===== config.mk =====
export PLATFORM = sky130hd
export DESIGN_NAME = htiu_ctrl
export DESIGN_NICKNAME = d
export VERILOG_FILES = /design/src/rtl/htiu_pkg.sv /design/src/rtl/htiu_ctrl.sv
export SDC_FILE = /design/constraint.sdc
export NUM_CORES = 1
export LEC_CHECK = 0
export BUFFER_PORTS_ARGS = -buffer_cell sky130_fd_sc_hd__buf_2
export CELL_PAD_IN_SITES_DETAIL_PLACEMENT = 2
export CELL_PAD_IN_SITES_GLOBAL_PLACEMENT = 2
export CORE_AREA = 4 4 41 43
export DETAILED_ROUTE_END_ITERATION = 16
export DIE_AREA = 0 0 45 47
export PLACE_DENSITY_LB_ADDON = 0.1
export REMOVE_ABC_BUFFERS = 1
export SLEW_MARGIN = 20
export SYNTH_ARGS = -nofsm -noshare
export SYNTH_HDL_FRONTEND = slang
export SYNTH_SLANG_ARGS = --single-unit

===== constraint.sdc =====
create_clock -name clk_i -period 2.6 [get_ports clk_i]
set_input_delay 0.52 -clock clk_i [delete_from_list [all_inputs] [get_ports clk_i]]
set_output_delay 0.52 -clock clk_i [all_outputs]
set_load 0.01 [all_outputs]

===== src/rtl/htiu_pkg.sv =====
// Shared types, codes and timer tables of the timer and interrupt unit.
package htiu_pkg;

  localparam logic [2:0] FUNC_TICK  = 3'd0;
  localparam logic [2:0] FUNC_CHECK = 3'd1;
  localparam logic [2:0] FUNC_WRITE = 3'd2;
  localparam logic [2:0] FUNC_READ  = 3'd3;
  localparam logic [2:0] FUNC_RAISE = 3'd4;

  localparam logic [2:0] REG_IF   = 3'd0;
  localparam logic [2:0] REG_IE   = 3'd1;
  localparam logic [2:0] REG_IME  = 3'd2;
  localparam logic [2:0] REG_TAC  = 3'd3;
  localparam logic [2:0] REG_TMA  = 3'd4;
  localparam logic [2:0] REG_TIMA = 3'd5;
  localparam logic [2:0] REG_DIV  = 3'd6;

  localparam logic [7:0] VEC_BASE        = 8'h40;
  localparam logic [4:0] DISPATCH_CYCLES = 5'd20;
  localparam int unsigned TIMER_IRQ_BIT  = 2;

  typedef struct packed {
    logic [2:0]  func;
    logic [7:0]  tick_count;
    logic [15:0] program_counter;
    logic [15:0] stack_pointer;
    logic        ei_delay;
    logic [2:0]  reg_select;
    logic [7:0]  write_data;
    logic [4:0]  irq_request;
  } in_item_t;

  typedef struct packed {
    logic        kind;
    logic [15:0] stack_addr;
    logic [7:0]  stack_data;
    logic [15:0] new_pc;
    logic [15:0] new_sp;
    logic        taken;
    logic [4:0]  cycles_used;
    logic [7:0]  read_data;
    logic [7:0]  div_value;
    logic [7:0]  timer_value;
    logic [4:0]  irq_flags;
    logic        last;
  } out_item_t;

  typedef enum logic [1:0] {
    PH_STATUS,
    PH_PUSH_HI,
    PH_PUSH_LO
  } phase_e;

  typedef struct packed {
    logic   load;
    logic   step;
    phase_e phase;
  } cmd_t;

  typedef struct packed {
    logic start_ticks;
    logic start_dispatch;
    logic ticks_last;
  } sts_t;

  // Last prescaler count of a timer period, per TAC[1:0].
  function automatic logic [9:0] rate_last(input logic [1:0] rate);
    logic [9:0] r;
    unique case (rate)
      2'd0: r = 10'd1023;
      2'd1: r = 10'd15;
      2'd2: r = 10'd63;
      default: r = 10'd255;
    endcase
    return r;
  endfunction

endpackage


===== src/rtl/htiu_ctrl.sv =====
// Controller sequencing request intake, tick stepping and result delivery.
module htiu_ctrl
  import htiu_pkg::*;
(
  input  logic clk_i,
  input  logic rst_ni,
  input  logic in_valid_i,
  output logic in_ready_o,
  output logic out_valid_o,
  input  logic out_ready_i,
  input  sts_t sts_i,
  output cmd_t cmd_o
);

  typedef enum logic [1:0] {
    ST_IDLE,
    ST_TICK,
    ST_RESULT
  } state_e;

  state_e state_q;
  phase_e phase_q;
  logic   in_ready_q;
  logic   out_valid_q;

  assign in_ready_o  = in_ready_q;
  assign out_valid_o = out_valid_q;

  always_comb begin
    cmd_o.load  = in_valid_i & in_ready_q;
    cmd_o.step  = (state_q == ST_TICK);
    cmd_o.phase = phase_q;
  end

  always_ff @(posedge clk_i or negedge rst_ni) begin
    if (!rst_ni) begin
      state_q     <= ST_IDLE;
      phase_q     <= PH_STATUS;
      in_ready_q  <= 1'b1;
      out_valid_q <= 1'b0;
    end else begin
      unique case (state_q)
        ST_IDLE: begin
          if (in_valid_i && in_ready_q) begin
            in_ready_q <= 1'b0;
            priority if (sts_i.start_ticks) begin
              state_q <= ST_TICK;
            end else if (sts_i.start_dispatch) begin
              state_q     <= ST_RESULT;
              phase_q     <= PH_PUSH_HI;
              out_valid_q <= 1'b1;
            end else begin
              state_q     <= ST_RESULT;
              phase_q     <= PH_STATUS;
              out_valid_q <= 1'b1;
            end
          end
        end
        ST_TICK: begin
          // advance one cycle per clock until the count runs out
          if (sts_i.ticks_last) begin
            state_q     <= ST_RESULT;
            phase_q     <= PH_STATUS;
            out_valid_q <= 1'b1;
          end
        end
        ST_RESULT: begin
          if (out_ready_i) begin
            if (phase_q == PH_PUSH_HI) begin
              phase_q <= PH_PUSH_LO;
            end else begin
              state_q     <= ST_IDLE;
              phase_q     <= PH_STATUS;
              out_valid_q <= 1'b0;
              in_ready_q  <= 1'b1;
            end
          end
        end
        default: begin
          state_q     <= ST_IDLE;
          phase_q     <= PH_STATUS;
          out_valid_q <= 1'b0;
          in_ready_q  <= 1'b1;
        end
      endcase
    end
  end

endmodule


Word-level counts from Yosys, hierarchy flattened. Index checks and enable logic that the tools add are counted.

Bitwise operators: 2. Mux-type cells: 23. Eq/ne operators: 8. Reductions and logical operators: 6.

Operator list (number): $mux W2 (10); $pmux W2 S3 (2); $reduce_and A4 Y1 (3); $ne A2 B2 Y1 const B (5); $mux W1 (9); $pmux W1 S3 (2); $reduce_and A5 Y1 (1); $eq A2 B1 Y1 const B (2); $eq A2 B2 Y1 const B (1); $logic_not A2 Y1 (1); $and A1 B1 Y1 (1); $logic_and A1 B1 Y1 (1); $not A1 Y1 (1).

Register bits: 6. Output and inout port bits: 6. Input bits: 7. Word-level logic and storage cells: 43.

Longest topological paths before layout.
Depth in word-level cells: 4. Depth in mapped cells: 4. Mapped depth without buffers: 3.

Worst setup path after synthesis. No wires, ideal clock.

Path kind: reg-to-output. Start point: reg in_ready_q, in the netlist in_ready_o. End point: out cmd_o[3] (netlist bit). Cell stages (with the launch flop): 2. Data arrival time: 0.759 ns. Slack: 1.321 ns. Required time: 2.080 ns. Buffers on the path: 0. Cell sequence: dfstp_2 and2_1.

RTL lines: start, declared (RTL line htiu_ctrl.sv:23) `logic in_ready_q;`; start signal, assigned (RTL line htiu_ctrl.sv:39) `in_ready_q <= 1'b1;`; start signal, assigned (RTL line htiu_ctrl.sv:45) `in_ready_q <= 1'b0;`; start signal, assigned (RTL line htiu_ctrl.sv:75) `in_ready_q <= 1'b1;`; end, declared (RTL line htiu_ctrl.sv:12) `output cmd_t cmd_o`.

==> summary.md <==
| Metric | Value |
|---|---|
| Critical path, cell by cell | `and2_1 -> buf_2` |
| CP startpoint kind | `register` |
| Switching pwr | `~0.041 mW` |
| CP Max Fanout | `6` |
| Area occupied by multi-input gates | `roughly 170 um^2` |
| Post_cts resized | `0` |
| Post-synthesis adder-cell area fraction | `0%` |
| Core area | `1300 um^2` |
| Clk slew on worst S/H paths | `0.05 ns` |
| Reg2Reg Setup Slack | `1.26 ns` |
| Die H | `47 um` |
| Int Power | `about 0.16 mW` |
| Fin util | `33.5%` |
| Worst hold margin | `about 0.08 ns` |
| Initial antenna violation count | `0` |
| Multiplexer share of the synthesized area | `0%` |
| DRC errors left | `0` |
| Met1 Usage GRT | `between 10 and 15%` |
| Synth unique cells | `22` |
| GR peak layer | `met2` |
| Initial DRC count | `1` |
| RePlAce Congestion | `~0.65` |
| Post-Syn Instances | `34` |
| Non-filler cells, final | `63` |
| # diodes | `0` |
| Final period utilization | `62.3%` |
| WP buf/inv | `1` |
| H-Tree Depth | `1` |
| Post-route worst setup slack | `0.980 ns` |
| CP Capture Type | `output port` |
| Number of I/O port buffers | `12` |
| Gr usage total | `11.9%` |
| Worst R2R Path Depth | `3` |
| Area Growth Syn to Fin | `25.6%` |
| Worst-Margin Slew | `about 0.33 ns` |
| Flops & latches, synth | `6` |
| Crit Path Class | `reg2out` |
| Pin count of the biggest net entering global routing | `12` |
| Clk sinks | `6` |
| Post-synth EDFFs | `0` |
| Pwr dens | `about 450 nW/um^2` |
| Global-route met2 utilization | `between 20% and 30%` |
| FMAX | `0.617 GHz` |
| Die area | `2120 um^2` |
| TNS Setup | `0 ns` |
| Layout cell share with drive strength beyond 1 | `between 30% and 40%` |
| Via-to-Cell Ratio | `5.10` |
| Synth Area in Compound Gates | `~34%` |
| Syn Area/Cell | `between 10 and 15 um^2` |
| First-pass GRT wire length | `1730 um` |
| # rows | `13` |
| Clk root buf | `clkbuf_4` |
| Drt total wl | `963 um` |
| Worst EP arrival | `1.10 ns` |
| Crit path required time | `2.08 ns` |
| Minimum clock period | `~1.6 ns` |
| R2r startpoint | `state_q[0]` |
| CTS Hold Bufs | `0` |
| Fill count | `around 170` |
| Main combinational cell family by area after synthesis | `compound AO/OA/AOI/OAI gates` |
| Top FF cell, synth | `dfrtp_1` |
| M3 GR Usage | `3.07%` |
| DR pass1 iterations | `2` |
| Status | `finished clean` |
| Setup bufs post-CTS | `0` |
| Worst slack at placement | `1.13 ns` |
| Max incr delay on CP | `0.57 ns` |
| Vias in the first global route | `~360` |
| XOR/XNOR Fraction of Synth Area | `0%` |
| Max Cap Violations | `0` |
| Slowest cell on the critical path | `dfstp_2` |
| Cell Area, Synth | `347 um^2` |
| Die X | `45 um` |
| Top cell family by delay on the critical path | `flip-flops` |
| Synth warn | `0` |
| Final #Nets | `56` |
| CTS Buf Count | `3` |
| Hold Crit Class | `in2async` |
| TritonCTS clock tree | `built` |
| Ports | `13` |
| Initial Util | `26.6%` |
| ANT nets after route | `0` |
| Final-report setup violation count | `0` |
| Post-synth ARST share | `100%` |
| Final Hold Viols | `0` |
| Pleak | `roughly 0.23 nW` |
| Layout Skew | `0.0119 ns` |
| Register area | `151 um^2` |
| Vias post-DR | `321` |
| Reg power frac | `47.4%` |
| Clock Latency Late Sink | `0.25 ns` |
| VDD IR-drop max | `201 uV` |
| FF-to-FF End | `phase_q[0]` |
| RSZ-0062 raised after global routing | `no` |
| Simple-gate area share of the yosys netlist | `15.9%` |
| Placed instance count | `59` |
| Comb pwr share | `5.1%` |
| Part of the power in the clock network | `around 48%` |
| Post-synthesis sequential area ratio | `43.7%` |
| Headroom to the max-slew limit | `78.3%` |
| Pins over their slew limit | `0` |
| Gr ovfl total | `0` |
| Detailed-route wire length per cell | `between 15 and 20 um` |
| Maximum clock path buffer count | `2` |
| Sw frac | `20.9%` |
final cells by class:
| class | count | area share, % |
|---|---|---|
| flip-flops and latches | 6 | 34.8 |
| clock buffers | 4 | 6.03 |
| well taps | 15 | 4.31 |
| inverters | 2 | 1.72 |
| multi-input cells | 24 | 39.4 |
| repair buffers | 12 | 13.8 |
kinds of logic (layout without fill, tap and decap cells):
logic type	Yosys count	after routing
flops	6	6
simple gates	9	9
buf+inv	4	18
compound gates	15	15
worst max-delay path by stage:
stage | start | to | slack (ns) | cells past startpoint
2_1_floorplan | in_ready_o | cmd_o[3] | 1.32 | 1
3_3_place_gp | in_valid_i | cmd_o[3] | 1.16 | 3
3_5_place_dp | in_valid_i | cmd_o[3] | 1.13 | 3
4_1_cts | in_ready_o | cmd_o[3] | 0.96 | 2
5_1_grt | state_q[0] | cmd_o[2] | 0.91 | 2
6_report | in_ready_o | cmd_o[3] | 0.98 | 2
stage by stage:
stage	area (um^2)	power, mW
after floorplan	330	0.0969
after global placement	409	0.105
after detailed placement	409	0.105
after CTS	435	0.203
after global routing	435	0.211
final	435	0.198
sequential cells by signal, indices dropped and copies added, names as in the netlist:
signal       count
in_ready_o       1
state_q          2
phase_q          2
out_valid_o      1
routing by layer:
layer	share of wire [%]	routed length [um]
met3	5.0	48
met5	0	0
met2	53	509
met1	40	390
met4	1.6	15
cell usage after synthesis (2+ instances only):
master | count | area share, %
nor2_1 | 3 | 3.2
inv_1 | 2 | 2.2
o21a_1 | 2 | 4.3
a21oi_1 | 4 | 5.8
a22oi_1 | 2 | 4.3
dfrtp_1 | 5 | 36
cell usage in the layout, fill, tap and decap left out:
cell type,count
a211o_1,1
a211oi_2,1
a21o_1,1
a21oi_1,4
a22o_1,1
a22o_2,1
a22oi_1,2
a31o_2,1
and2_1,1
buf_2,12
clkbuf_1,1
clkbuf_4,3
dfrtp_1,5
dfstp_2,1
inv_1,2
nand2b_1,1
nand3b_1,1
nand4bb_1,1
nor2_1,3
nor2b_1,1
o211a_1,1
o21a_1,2
or2_1,1
power groups by stage:
| stage | logic [mW] | clock network, mW | registers, mW |
|---|---|---|---|
| after floorplan | 0.00181 | 0 | 0.0951 |
| after global placement | 0.00952 | 0 | 0.0951 |
| after detailed placement | 0.0104 | 0 | 0.0951 |
| after CTS | 0.0104 | 0.0984 | 0.0937 |
| after global routing | 0.0116 | 0.106 | 0.0936 |
| final | 0.0101 | 0.0939 | 0.0937 |
(Power assumes the default switching activity.)
